[src/rtl/lfs_pkg.sv]
// shared types and constants of the line follow steering block
`default_nettype none

package lfs_pkg;

    localparam int SENSOR_COUNT = 6;
    localparam int SENSOR_W     = 10;
    localparam int LINE_POS_W   = 13;
    localparam int DIR_W        = 2;
    localparam int SPEED_W      = 10;
    localparam int TOP_W        = 9;
    localparam int CFG_INDEX_W  = 2;
    localparam int CFG_DATA_W   = 10;

    // sensor vector padded so fixed neighbor taps always exist
    localparam int EXT_W = (SENSOR_COUNT > 5) ? SENSOR_COUNT : 5;

    localparam int STEP_POS       = 1000;
    localparam int CENTRE_POS     = 2500;
    localparam int RIGHT_NONE_POS = 5000;
    localparam int LEFT_NONE_POS  = 0;
    localparam int CENTRE_LOW     = 2000;
    localparam int CENTRE_HIGH    = 3000;

    localparam int POS_MAX_A = (SENSOR_COUNT - 1) * STEP_POS;
    localparam int POS_MAX_B = (1 << LINE_POS_W) - 1;
    localparam int POS_MAX   = (POS_MAX_A > POS_MAX_B) ? POS_MAX_A : POS_MAX_B;
    localparam int POS_W     = $clog2(POS_MAX + 1);
    localparam int SUM_W     = POS_W + 1;

    localparam int IN_BITS     = DIR_W + SENSOR_COUNT * SENSOR_W + LINE_POS_W;
    localparam int IN_TDATA_W  = ((IN_BITS + 7) / 8) * 8;
    localparam int LPOS_LSB    = DIR_W + SENSOR_COUNT * SENSOR_W;
    localparam int OUT_BITS    = 2 * SPEED_W;
    localparam int OUT_TDATA_W = ((OUT_BITS + 7) / 8) * 8;

    localparam logic [DIR_W-1:0] DIR_FOLLOW = 2'd0;
    localparam logic [DIR_W-1:0] DIR_RIGHT  = 2'd1;
    localparam logic [DIR_W-1:0] DIR_LEFT   = 2'd2;
    localparam logic [DIR_W-1:0] DIR_KEEP   = 2'd3;

    localparam logic REQ_MODE   = 1'b0;
    localparam logic REQ_SAMPLE = 1'b1;

    localparam logic [CFG_INDEX_W-1:0] CFG_THRESHOLD = 2'd0;
    localparam logic [CFG_INDEX_W-1:0] CFG_TOP       = 2'd1;
    localparam logic [CFG_INDEX_W-1:0] CFG_BOTTOM    = 2'd2;

    localparam logic [SENSOR_W-1:0]        RST_THRESHOLD = 10'd800;
    localparam logic [TOP_W-1:0]           RST_TOP       = 9'd200;
    localparam logic signed [SPEED_W-1:0]  RST_BOTTOM    = -10'sd200;

    typedef struct packed {
        logic             stop;
        logic [POS_W-1:0] pos;
    } steer_req_t;

    function automatic logic [POS_W-1:0] index_pos(input int idx);
        index_pos = POS_W'(idx * STEP_POS);
    endfunction

endpackage

`default_nettype wire

[src/rtl/line_follow_steering_top.sv]
// top level of the line follow steering block
//
// channel   direction  handshake            payload
// s_        in         s_tvalid / s_tready  s_tdata, s_tuser
// m_        out        m_tvalid / m_tready  m_tdata, m_tuser
// cfg_      in         cfg_valid / cfg_ready cfg_index, cfg_data
//
// two register stages: lane compare and merge, then steering into the output register
// accept, merge register, output register, then m_tvalid; one item per cycle sustained while m_tready is high
// mode writes produce no item but still take an input transfer
// a stall on m_tready backs up through both stages to s_tready
// synchronous active-low reset restores the default registers and follow mode
`default_nettype none

module line_follow_steering_top
    import lfs_pkg::*;
(
    input  wire logic                   aclk,
    input  wire logic                   aresetn,
    input  wire logic                   s_tvalid,
    output logic                        s_tready,
    // new_direction, sensor_0 .. sensor_5, line_position
    input  wire logic [IN_TDATA_W-1:0]  s_tdata,
    // req_type
    input  wire logic                   s_tuser,
    output logic                        m_tvalid,
    input  wire logic                   m_tready,
    // left_speed, right_speed
    output logic [OUT_TDATA_W-1:0]      m_tdata,
    // intersection_stop
    output logic                        m_tuser,
    input  wire logic                   cfg_valid,
    output logic                        cfg_ready,
    input  wire logic [CFG_INDEX_W-1:0] cfg_index,
    input  wire logic [CFG_DATA_W-1:0]  cfg_data
);

    logic [SENSOR_W-1:0]        threshold_reg;
    logic [TOP_W-1:0]           top_reg;
    logic signed [SPEED_W-1:0]  bottom_reg;

    logic [SENSOR_COUNT-1:0]    on_line;
    logic                       mid_valid;
    logic                       mid_ready;
    steer_req_t                 mid_req;
    logic signed [SPEED_W-1:0]  left_speed;
    logic signed [SPEED_W-1:0]  right_speed;

    assign cfg_ready = 1'b1;

    always_ff @(posedge aclk) begin
        if (!aresetn) begin
            threshold_reg <= RST_THRESHOLD;
            top_reg       <= RST_TOP;
            bottom_reg    <= RST_BOTTOM;
        end else if (cfg_valid && cfg_ready) begin
            unique case (cfg_index)
                CFG_THRESHOLD: threshold_reg <= cfg_data[SENSOR_W-1:0];
                CFG_TOP:       top_reg       <= cfg_data[TOP_W-1:0];
                CFG_BOTTOM:    bottom_reg    <= $signed(cfg_data[SPEED_W-1:0]);
                default: begin
                end
            endcase
        end
    end

    for (genvar i = 0; i < SENSOR_COUNT; i++) begin : g_lane
        lfs_lane u_lane (
            .sensor    (s_tdata[DIR_W + i * SENSOR_W +: SENSOR_W]),
            .threshold (threshold_reg),
            .on_line   (on_line[i])
        );
    end

    lfs_merge u_merge (
        .aclk          (aclk),
        .aresetn       (aresetn),
        .in_valid      (s_tvalid),
        .in_ready      (s_tready),
        .req_type      (s_tuser),
        .new_direction (s_tdata[DIR_W-1:0]),
        .line_position (s_tdata[LPOS_LSB +: LINE_POS_W]),
        .on_line       (on_line),
        .out_valid     (mid_valid),
        .out_ready     (mid_ready),
        .out_req       (mid_req)
    );

    lfs_steer u_steer (
        .aclk              (aclk),
        .aresetn           (aresetn),
        .in_valid          (mid_valid),
        .in_ready          (mid_ready),
        .in_req            (mid_req),
        .top_speed         (top_reg),
        .bottom_speed      (bottom_reg),
        .out_valid         (m_tvalid),
        .out_ready         (m_tready),
        .left_speed        (left_speed),
        .right_speed       (right_speed),
        .intersection_stop (m_tuser)
    );

    assign m_tdata = OUT_TDATA_W'({right_speed, left_speed});

endmodule

`default_nettype wire

[src/rtl/lfs_lane.sv]
// one sensor lane: on-line detection against the threshold
`default_nettype none

module lfs_lane
    import lfs_pkg::*;
(
    input  wire logic [SENSOR_W-1:0] sensor,
    input  wire logic [SENSOR_W-1:0] threshold,
    output logic                     on_line
);

    assign on_line = (sensor > threshold);

endmodule

`default_nettype wire

[src/rtl/lfs_merge.sv]
// merge of the lane flags: mode register, intersection and position choice
`default_nettype none

module lfs_merge
    import lfs_pkg::*;
(
    input  wire logic                    aclk,
    input  wire logic                    aresetn,
    input  wire logic                    in_valid,
    output logic                         in_ready,
    input  wire logic                    req_type,
    input  wire logic [DIR_W-1:0]        new_direction,
    input  wire logic [LINE_POS_W-1:0]   line_position,
    input  wire logic [SENSOR_COUNT-1:0] on_line,
    output logic                         out_valid,
    input  wire logic                    out_ready,
    output steer_req_t                   out_req
);

    logic [DIR_W-1:0] dir_reg, dir_next;
    logic             valid_reg, valid_next;
    steer_req_t       req_reg, req_next;

    logic             accept;
    logic             all_on;
    logic             centred;
    logic [EXT_W-1:0] on_ext;
    logic [DIR_W-1:0] dir_eff;
    logic [POS_W-1:0] right_pos;
    logic [POS_W-1:0] left_pos;

    assign in_ready = !valid_reg || out_ready;
    assign accept   = in_valid && in_ready;
    assign all_on   = &on_line;
    assign on_ext   = EXT_W'(on_line);
    assign centred  = (line_position > LINE_POS_W'(CENTRE_LOW))
                   && (line_position < LINE_POS_W'(CENTRE_HIGH))
                   && on_ext[2] && on_ext[3] && !on_ext[1] && !on_ext[4];
    assign dir_eff  = centred ? DIR_FOLLOW : dir_reg;

    // highest on-line index wins for right, lowest for left
    always_comb begin
        right_pos = POS_W'(RIGHT_NONE_POS);
        for (int i = 0; i < SENSOR_COUNT; i++) begin
            if (on_line[i]) begin
                right_pos = index_pos(i);
            end
        end
    end

    always_comb begin
        left_pos = POS_W'(LEFT_NONE_POS);
        for (int i = SENSOR_COUNT - 1; i >= 0; i--) begin
            if (on_line[i]) begin
                left_pos = index_pos(i);
            end
        end
    end

    always_comb begin
        dir_next   = dir_reg;
        valid_next = valid_reg;
        req_next   = req_reg;
        if (in_ready) begin
            valid_next = accept && (req_type == REQ_SAMPLE);
        end
        if (accept) begin
            if (req_type == REQ_MODE) begin
                if (new_direction != DIR_KEEP) begin
                    dir_next = new_direction;
                end
            end else if (all_on && dir_reg == DIR_FOLLOW) begin
                req_next.stop = 1'b1;
                req_next.pos  = '0;
            end else begin
                dir_next      = dir_eff;
                req_next.stop = 1'b0;
                if (dir_eff == DIR_RIGHT) begin
                    req_next.pos = right_pos;
                end else if (dir_eff == DIR_LEFT) begin
                    req_next.pos = left_pos;
                end else begin
                    req_next.pos = POS_W'(line_position);
                end
            end
        end
    end

    always_ff @(posedge aclk) begin
        if (!aresetn) begin
            dir_reg   <= DIR_FOLLOW;
            valid_reg <= 1'b0;
        end else begin
            dir_reg   <= dir_next;
            valid_reg <= valid_next;
        end
    end

    always_ff @(posedge aclk) begin
        req_reg <= req_next;
    end

    assign out_valid = valid_reg;
    assign out_req   = req_reg;

endmodule

`default_nettype wire

[src/rtl/lfs_steer.sv]
// proportional steering and speed saturation with the output register
`default_nettype none

module lfs_steer
    import lfs_pkg::*;
(
    input  wire logic                      aclk,
    input  wire logic                      aresetn,
    input  wire logic                      in_valid,
    output logic                           in_ready,
    input  wire steer_req_t                in_req,
    input  wire logic [TOP_W-1:0]          top_speed,
    input  wire logic signed [SPEED_W-1:0] bottom_speed,
    output logic                           out_valid,
    input  wire logic                      out_ready,
    output logic signed [SPEED_W-1:0]      left_speed,
    output logic signed [SPEED_W-1:0]      right_speed,
    output logic                           intersection_stop
);

    logic                      valid_reg, valid_next;
    logic signed [SPEED_W-1:0] left_reg, left_next;
    logic signed [SPEED_W-1:0] right_reg, right_next;
    logic                      stop_reg, stop_next;

    logic signed [SUM_W-1:0] err;
    logic signed [SUM_W-1:0] err_adj;
    logic signed [SUM_W-1:0] diff;
    logic signed [SUM_W-1:0] top_ext;
    logic signed [SUM_W-1:0] bot_ext;
    logic signed [SUM_W-1:0] sum_l;
    logic signed [SUM_W-1:0] sum_r;
    logic signed [SUM_W-1:0] sat_l;
    logic signed [SUM_W-1:0] sat_r;

    assign err     = $signed({1'b0, in_req.pos}) - SUM_W'(CENTRE_POS);
    // round toward zero on the divide by four
    assign err_adj = err[SUM_W-1] ? (err + SUM_W'(3)) : err;
    assign diff    = err_adj >>> 2;
    assign top_ext = $signed({{(SUM_W - TOP_W){1'b0}}, top_speed});
    assign bot_ext = SUM_W'(bottom_speed);
    assign sum_l   = top_ext + diff;
    assign sum_r   = top_ext - diff;

    // lower limit first, then upper
    always_comb begin
        sat_l = (sum_l < bot_ext) ? bot_ext : sum_l;
        sat_l = (sat_l > top_ext) ? top_ext : sat_l;
        sat_r = (sum_r < bot_ext) ? bot_ext : sum_r;
        sat_r = (sat_r > top_ext) ? top_ext : sat_r;
    end

    assign in_ready = !valid_reg || out_ready;

    always_comb begin
        valid_next = valid_reg;
        left_next  = left_reg;
        right_next = right_reg;
        stop_next  = stop_reg;
        if (in_ready) begin
            valid_next = in_valid;
            stop_next  = in_req.stop;
            if (in_req.stop) begin
                left_next  = '0;
                right_next = '0;
            end else begin
                left_next  = SPEED_W'(sat_l);
                right_next = SPEED_W'(sat_r);
            end
        end
    end

    always_ff @(posedge aclk) begin
        if (!aresetn) begin
            valid_reg <= 1'b0;
        end else begin
            valid_reg <= valid_next;
        end
    end

    always_ff @(posedge aclk) begin
        left_reg  <= left_next;
        right_reg <= right_next;
        stop_reg  <= stop_next;
    end

    assign out_valid         = valid_reg;
    assign left_speed        = left_reg;
    assign right_speed       = right_reg;
    assign intersection_stop = stop_reg;

endmodule

`default_nettype wire

[config.mk]
export PLATFORM = sky130hd
export DESIGN_NAME = line_follow_steering_top
export DESIGN_NICKNAME = d
export VERILOG_FILES = /design/src/rtl/lfs_pkg.sv /design/src/rtl/line_follow_steering_top.sv /design/src/rtl/lfs_lane.sv /design/src/rtl/lfs_merge.sv /design/src/rtl/lfs_steer.sv
export SDC_FILE = /design/constraint.sdc
export NUM_CORES = 1
export LEC_CHECK = 0
export ABC_CLOCK_PERIOD_IN_PS = 8400
export BUFFER_PORTS_ARGS = -buffer_cell sky130_fd_sc_hd__buf_2
export CAP_MARGIN = 20
export CORE_UTILIZATION = 58
export CTS_BUF_LIST = sky130_fd_sc_hd__clkbuf_16
export CTS_CLUSTER_SIZE = 25
export DETAILED_ROUTE_END_ITERATION = 8
export PLACE_DENSITY = 0.81
export SLEW_MARGIN = 10
export SYNTH_ARGS = -nofsm -noshare
export SYNTH_HDL_FRONTEND = slang
export SYNTH_SLANG_ARGS = --single-unit
export TNS_END_PERCENT = 5
[constraint.sdc]
create_clock -name aclk -period 8.4 [get_ports aclk]
set_clock_uncertainty 0.1 [all_clocks]
set_input_delay 0.42 -clock aclk [delete_from_list [all_inputs] [get_ports aclk]]
set_output_delay 0.42 -clock aclk [all_outputs]
set_load 0.02 [all_outputs]
; After elaboration in Yosys (flattened, before gate mapping)
; Cells that the tools add are included.
; W data, S select, Z words.
[word_totals]
output_inout_bits = 28
in_bits = 98
elab_cells = 84
ff_bits = 68
[classes]
eq_ne = 6
addsub = 4
order_cmp = 12
n_reduce_logical = 25
mux = 24
[ops]
columns = op, count
row1 = $mux W13, 14
row2 = $gt A10 B10 Y1, 6
row3 = $mux W14, 4
row4 = $gt A14 B10 Y1, 2
row5 = $lt A13 B10 Y1, 2
row6 = $mux W9, 2
row7 = $add A14 B3 Y14 const B, 1
row8 = $sub A13 B12 Y14 const B, 1
row9 = $add A10 B12 Y13, 1
row10 = $gt A13 B11 Y1 const B, 1
row11 = $lt A13 B12 Y1 const B, 1
row12 = $sub A10 B12 Y13, 1
row13 = $logic_and A1 B1 Y1, 8
row14 = $mux W2, 4
row15 = $reduce_and A2 Y1, 4
row16 = $reduce_and A6 Y1, 1
row17 = $eq A2 B1 Y1 const B, 2
row18 = $eq A2 B2 Y1 const B, 2
row19 = $logic_not A1 Y1, 4
row20 = $logic_not A2 Y1, 2
row21 = $ne A2 B2 Y1 const B, 2
row22 = $reduce_or A2 Y1, 2
row23 = $reduce_and A3 Y1, 1
row24 = $logic_or A1 B1 Y1, 2
row25 = $reduce_bool A2 Y1, 1

; Longest topological paths before layout
[logic_depth]
depth_word = 11
mapped_depth = 40

; Modules after synthesis
; From an unflattened synthesis, not the netlist that was laid out.
[unflattened]
cells_unflattened = 917
area_unflattened_um2 = 7865.0
[by_module_without_submodules]
columns = module, area_each_um2, cells_each, n_inst
row1 = lfs_steer, 3942.5, 457, 1
row2 = lfs_lane, 252.7, 35, 6
row3 = line_follow_steering_top, 1216.2, 123, 1
row4 = lfs_merge, 1189.9, 127, 1

; Worst setup path after synthesis
; Ideal clock, no wire load.
[synth_timing]
path_type = register to register
startpoint = reg u_merge.req_reg (netlist bit u_merge.out_req[3])
endpoint = reg u_steer.right_reg[3], in the netlist u_steer.right_speed[3], data pin
setup_time_ps = 266
t_arrival_ps = 6959
period_less_slack_ps = 7326
t_required_ps = 8034
path_stages_with_launch = 32
n_path_buf = 4
path_slack_ps = 1074
cell_sequence = edfxtp_1 > or4_4 > a211oi_4 > o21ai_0 > o311ai_0 > xor2_1 > ha_1 > clkbuf_1 > o41a_1 > a21oi_1 > and4_1 > nor2_1 > ha_1 > a21o_1 > a211oi_1 > nand3b_1 > o221ai_1 > a21oi_1 > clkbuf_1 > clkbuf_1 > a21oi_1 > ha_1 > nor2b_1 > o21ai_0 > a21oi_1 > o41ai_1 > a21oi_1 > nor3b_1 > o22ai_2 > buf_6 > mux2i_1 > nor2_1
[synth_between]
elab_chain_cells = 8
[synth_lines]
columns = element, line_no
row1 = "start, declared", lfs_merge.sv:22  ; steer_req_t req_reg, req_next;
row2 = "start signal, assigned", lfs_merge.sv:100  ; req_reg <= req_next;
row3 = $sub A13 B12 Y14 (*), lfs_steer.sv:36  ; assign err = $signed({1'b0, in_req.pos}) - SUM_W'(CENTRE_POS);
row4 = $add A14 B3 Y14, lfs_steer.sv:38  ; assign err_adj = err[SUM_W-1] ? (err + SUM_W'(3)) : err;
row5 = $mux W14 (*), lfs_steer.sv:38
row6 = $sub A10 B12 Y13 (*), lfs_steer.sv:43  ; assign sum_r = top_ext - diff;
row7 = $lt A13 B10 Y1, lfs_steer.sv:49  ; sat_r = (sum_r < bot_ext) ? bot_ext : sum_r;
row8 = $mux W14 (*), lfs_steer.sv:49
row9 = $gt A14 B10 Y1, lfs_steer.sv:50  ; sat_r = (sat_r > top_ext) ? top_ext : sat_r;
row10 = $mux W9 (*), lfs_steer.sv:50
row11 = "end signal, assigned", lfs_steer.sv:83  ; right_reg <= right_next;
row12 = "end, declared", lfs_steer.sv:23  ; logic signed [SPEED_W-1:0] right_reg, right_next;
; Mark *: on every way between the ends. The rest lies on a longest branch, timed or not.
; A chain may end at the register's enable or synchronous reset.

; Worst setup path after layout
[layout_timing]
startpoint = reg u_merge.req_reg (netlist bit u_merge.out_req[5])
endpoint = reg u_steer.left_reg[7], in the netlist u_steer.left_speed[7], data pin
[layout_between]
elab_chain_cells = 8
[layout_lines]
columns = element, line_no
row1 = $sub A13 B12 Y14 (*), lfs_steer.sv:36
row2 = $add A14 B3 Y14, lfs_steer.sv:38
row3 = $mux W14 (*), lfs_steer.sv:38
row4 = $add A10 B12 Y13 (*), lfs_steer.sv:42  ; assign sum_l = top_ext + diff;
row5 = $lt A13 B10 Y1, lfs_steer.sv:47  ; sat_l = (sum_l < bot_ext) ? bot_ext : sum_l;
row6 = $mux W14 (*), lfs_steer.sv:47
row7 = $gt A14 B10 Y1, lfs_steer.sv:48  ; sat_l = (sat_l > top_ext) ? top_ext : sat_l;
row8 = $mux W9 (*), lfs_steer.sv:48
row9 = "end signal, assigned", lfs_steer.sv:82  ; left_reg <= left_next;
row10 = "end, declared", lfs_steer.sv:22  ; logic signed [SPEED_W-1:0] left_reg, left_next;
; Marks and branches as above.

==> flow_summary.yaml <==
sta:
  finalCritPeriodShare_pct: 95.5
  setup_violations: 0
  fmax_ghz: 0.125
  worst_pin_slew_ps: 996
  setup-tns-final_ps: 0
  holdWs_ps: 234
  fin_crit_ps: 8020
  relSlewSlack_pct: 33.4
  rsz0062_at_grt: "false"
  finalHoldViolations: 0
  slew_viol_final: 0
synth:
  synth_ff_type: "edfxtp_1"
  synthArstFlopShare_pct: 0
  postSynthAreaPerCell_um2: 8.48
  yosysWarnings: 0
  synth_edf_count: 35
  syn-instance-count: 848
  syn_area_um2: 7190
  yosysSeqAreaShare_pct: 23.8
  yosysUniqueCellTypes: 78
  synth.ff_latch_count: 68
pwr:
  p_per_area_nw_per_um2: 180
  leakage_uw: 0.00379
  ir_drop_mv: 0.0927
floorplanning:
  row_count: 40
  die_area_um2: 12800
  die_y_um: 113
  die_x_um: 113
  floorplan.initialDensity_pct: 59.6
  design.core.area_um2: 12100
  io_pins: 126
placement:
  portBuffers: 115
  dp_hpwl_um: 14400
  place_area_um2: 7890
  gp_congestion: 0.913
  dp.cells: 1111
final_layout:
  fin_nets: 1176
  antenna_cells: 0
  final_cell_mix: "ha_1, buf_2, nand2_1, inv_1, a21oi_1"
  drive_gt1_share_pct: 17.2
  final_area_um2: 8180
  area_growth_pct: 13.8
  layout.cells.non_filler: 1127
  largest_reg_flops: 14
  mostFrequentLayoutCell: "ha_1"
clocking:
  numCtsBuffers: 9
  clock-sinks: 68
  cts_max_level: 3
  cts_tree: "built"
  clock_tree.root_cell: "clkbuf_16"
  clockBufferDepth: 2
  cts_resized: 0
  ctsHoldBuffers: 0
  worst_skew_pair.late_latency_ps: 350
  path_clk_slew_ps: 60
  cts_setup_buffers: 0
worst_setup_path:
  endpoint_kind: "flip-flop"
  max_stage_delay_ps: 630
  crit_arrival_ps: 7990
  cp-start-kind: "flip-flop"
  critPathMaxFanout: 9
  cp_slowest_cell: "o311ai_0"
  path_class: "flip-flop to flip-flop"
  crit_required_ps: 8370
  crit_top_cell: "o21ai_0"
  rr_worst_depth: 31
detailed_routing:
  routed-via-count: 6612
  viasPerCell: 5.87
  drc_errors: 0
  wire_per_inst_um: 15.9
  dr.pass1.iters: 5
  ant_nets: 0
  drtIter0Drc: 392
  wl_um: 17900
worst_hold_path:
  holdPathStages: 3
  hp-class: "input pin to flip-flop"
global_routing:
  grt_start_max_net_pins: 34
  grt_pass1_wl_um: 29300
  gr-total-overflow: 0
  antenna_found_initial: 0
  grtUsageTotal_pct: 29.0
  grt_pass1_vias: 6345
run_status:
  outcome: "completed"
flow_run:
  cap_violations: 0
[final cells by class]
type,instances,area (um2)
Clock inverter,6,42.5
Multi-Input combinational cell,677,5040
Timing Repair Buffer,125,651
Sequential cell,68,1710
Inverter,73,274
Fill cell,990,3880
Tap cell,168,210
Clock buffer,10,250
[power by group]
group	switching, uW	total [uW]	internal [uW]
clock network	153	372	219
logic	397	668	271
registers	20.5	429	408
[final timing paths]
check | to | slack [ps] | startpoint
max | u_steer.left_speed[7] | 380 | u_merge.out_req[5]
min | threshold_reg[9] | 230 | cfg_data[9]
max reg2reg | u_steer.left_speed[7] | 380 | u_merge.out_req[5]
min reg2reg | threshold_reg[7] | 370 | threshold_reg[7]
[cell usage after synthesis (5+ instances only)]
cell	instances	area (um2)
nand2b_1	15	93.8
mux2i_1	12	120
dfxtp_1	33	661
nor2_1	44	165
nand2_1	83	312
a21o_1	22	165
nor3_1	15	75.1
o21bai_1	8	60.1
a211oi_1	9	67.6
inv_1	73	274
nor2b_1	17	106
xnor2_1	22	193
or2_2	5	31.3
o21a_1	9	67.6
o31ai_1	8	60.1
a21boi_0	25	188
nand4_1	11	68.8
buf_4	5	37.5
ha_1	122	1530
xor2_1	12	105
a31oi_1	5	31.3
clkbuf_1	21	78.8
o21ai_0	37	185
nand3_1	21	105
a21oi_1	57	285
o22ai_1	13	81.3
o211ai_1	18	135
edfxtp_1	35	1050
and2_1	9	56.3
[metrics by stage]
step                utilization (%)  total power [uW]  setup slack (ps)
CTS                            67.8              1470               498
detailed placement             65.4              1090               550
global route                   67.8              1560              10.3
floorplan                         -               917              1070
global placement               65.4              1070               656
finish                         67.8              1470               377
[kinds of logic after synthesis]
kind of cell / Yosys count / share of synthesized area (%)
fa+ha+maj: 124 / 21.8
other cells: 2 / 0.104
simple gates: 252 / 18.0
compound gates: 248 / 23.9
mux: 13 / 1.83
buf+inv: 106 / 6.23
flops: 68 / 23.8
xor+xnor: 35 / 4.37
[metal layers]
metal,vias to the layer above,wire length (um),global-route usage (%)
met5,-,0,0
li1,3299,-,-
met3,47,768,4.07
met2,205,8640,51.7
met1,3061,7820,34.2
met4,0,646,13.9
[critical path, delay by kind of cell, from the launching register on]
family	cells	cell delay, ps
buffers and inverters	4	530
XOR/XNOR	2	420
AO/OA/AOI/OAI	14	3660
flip-flops	1	550
adder cells (fa/ha/maj)	3	1000
AND/OR/NAND/NOR	8	1480
Power figures use the tool's default switching activity.
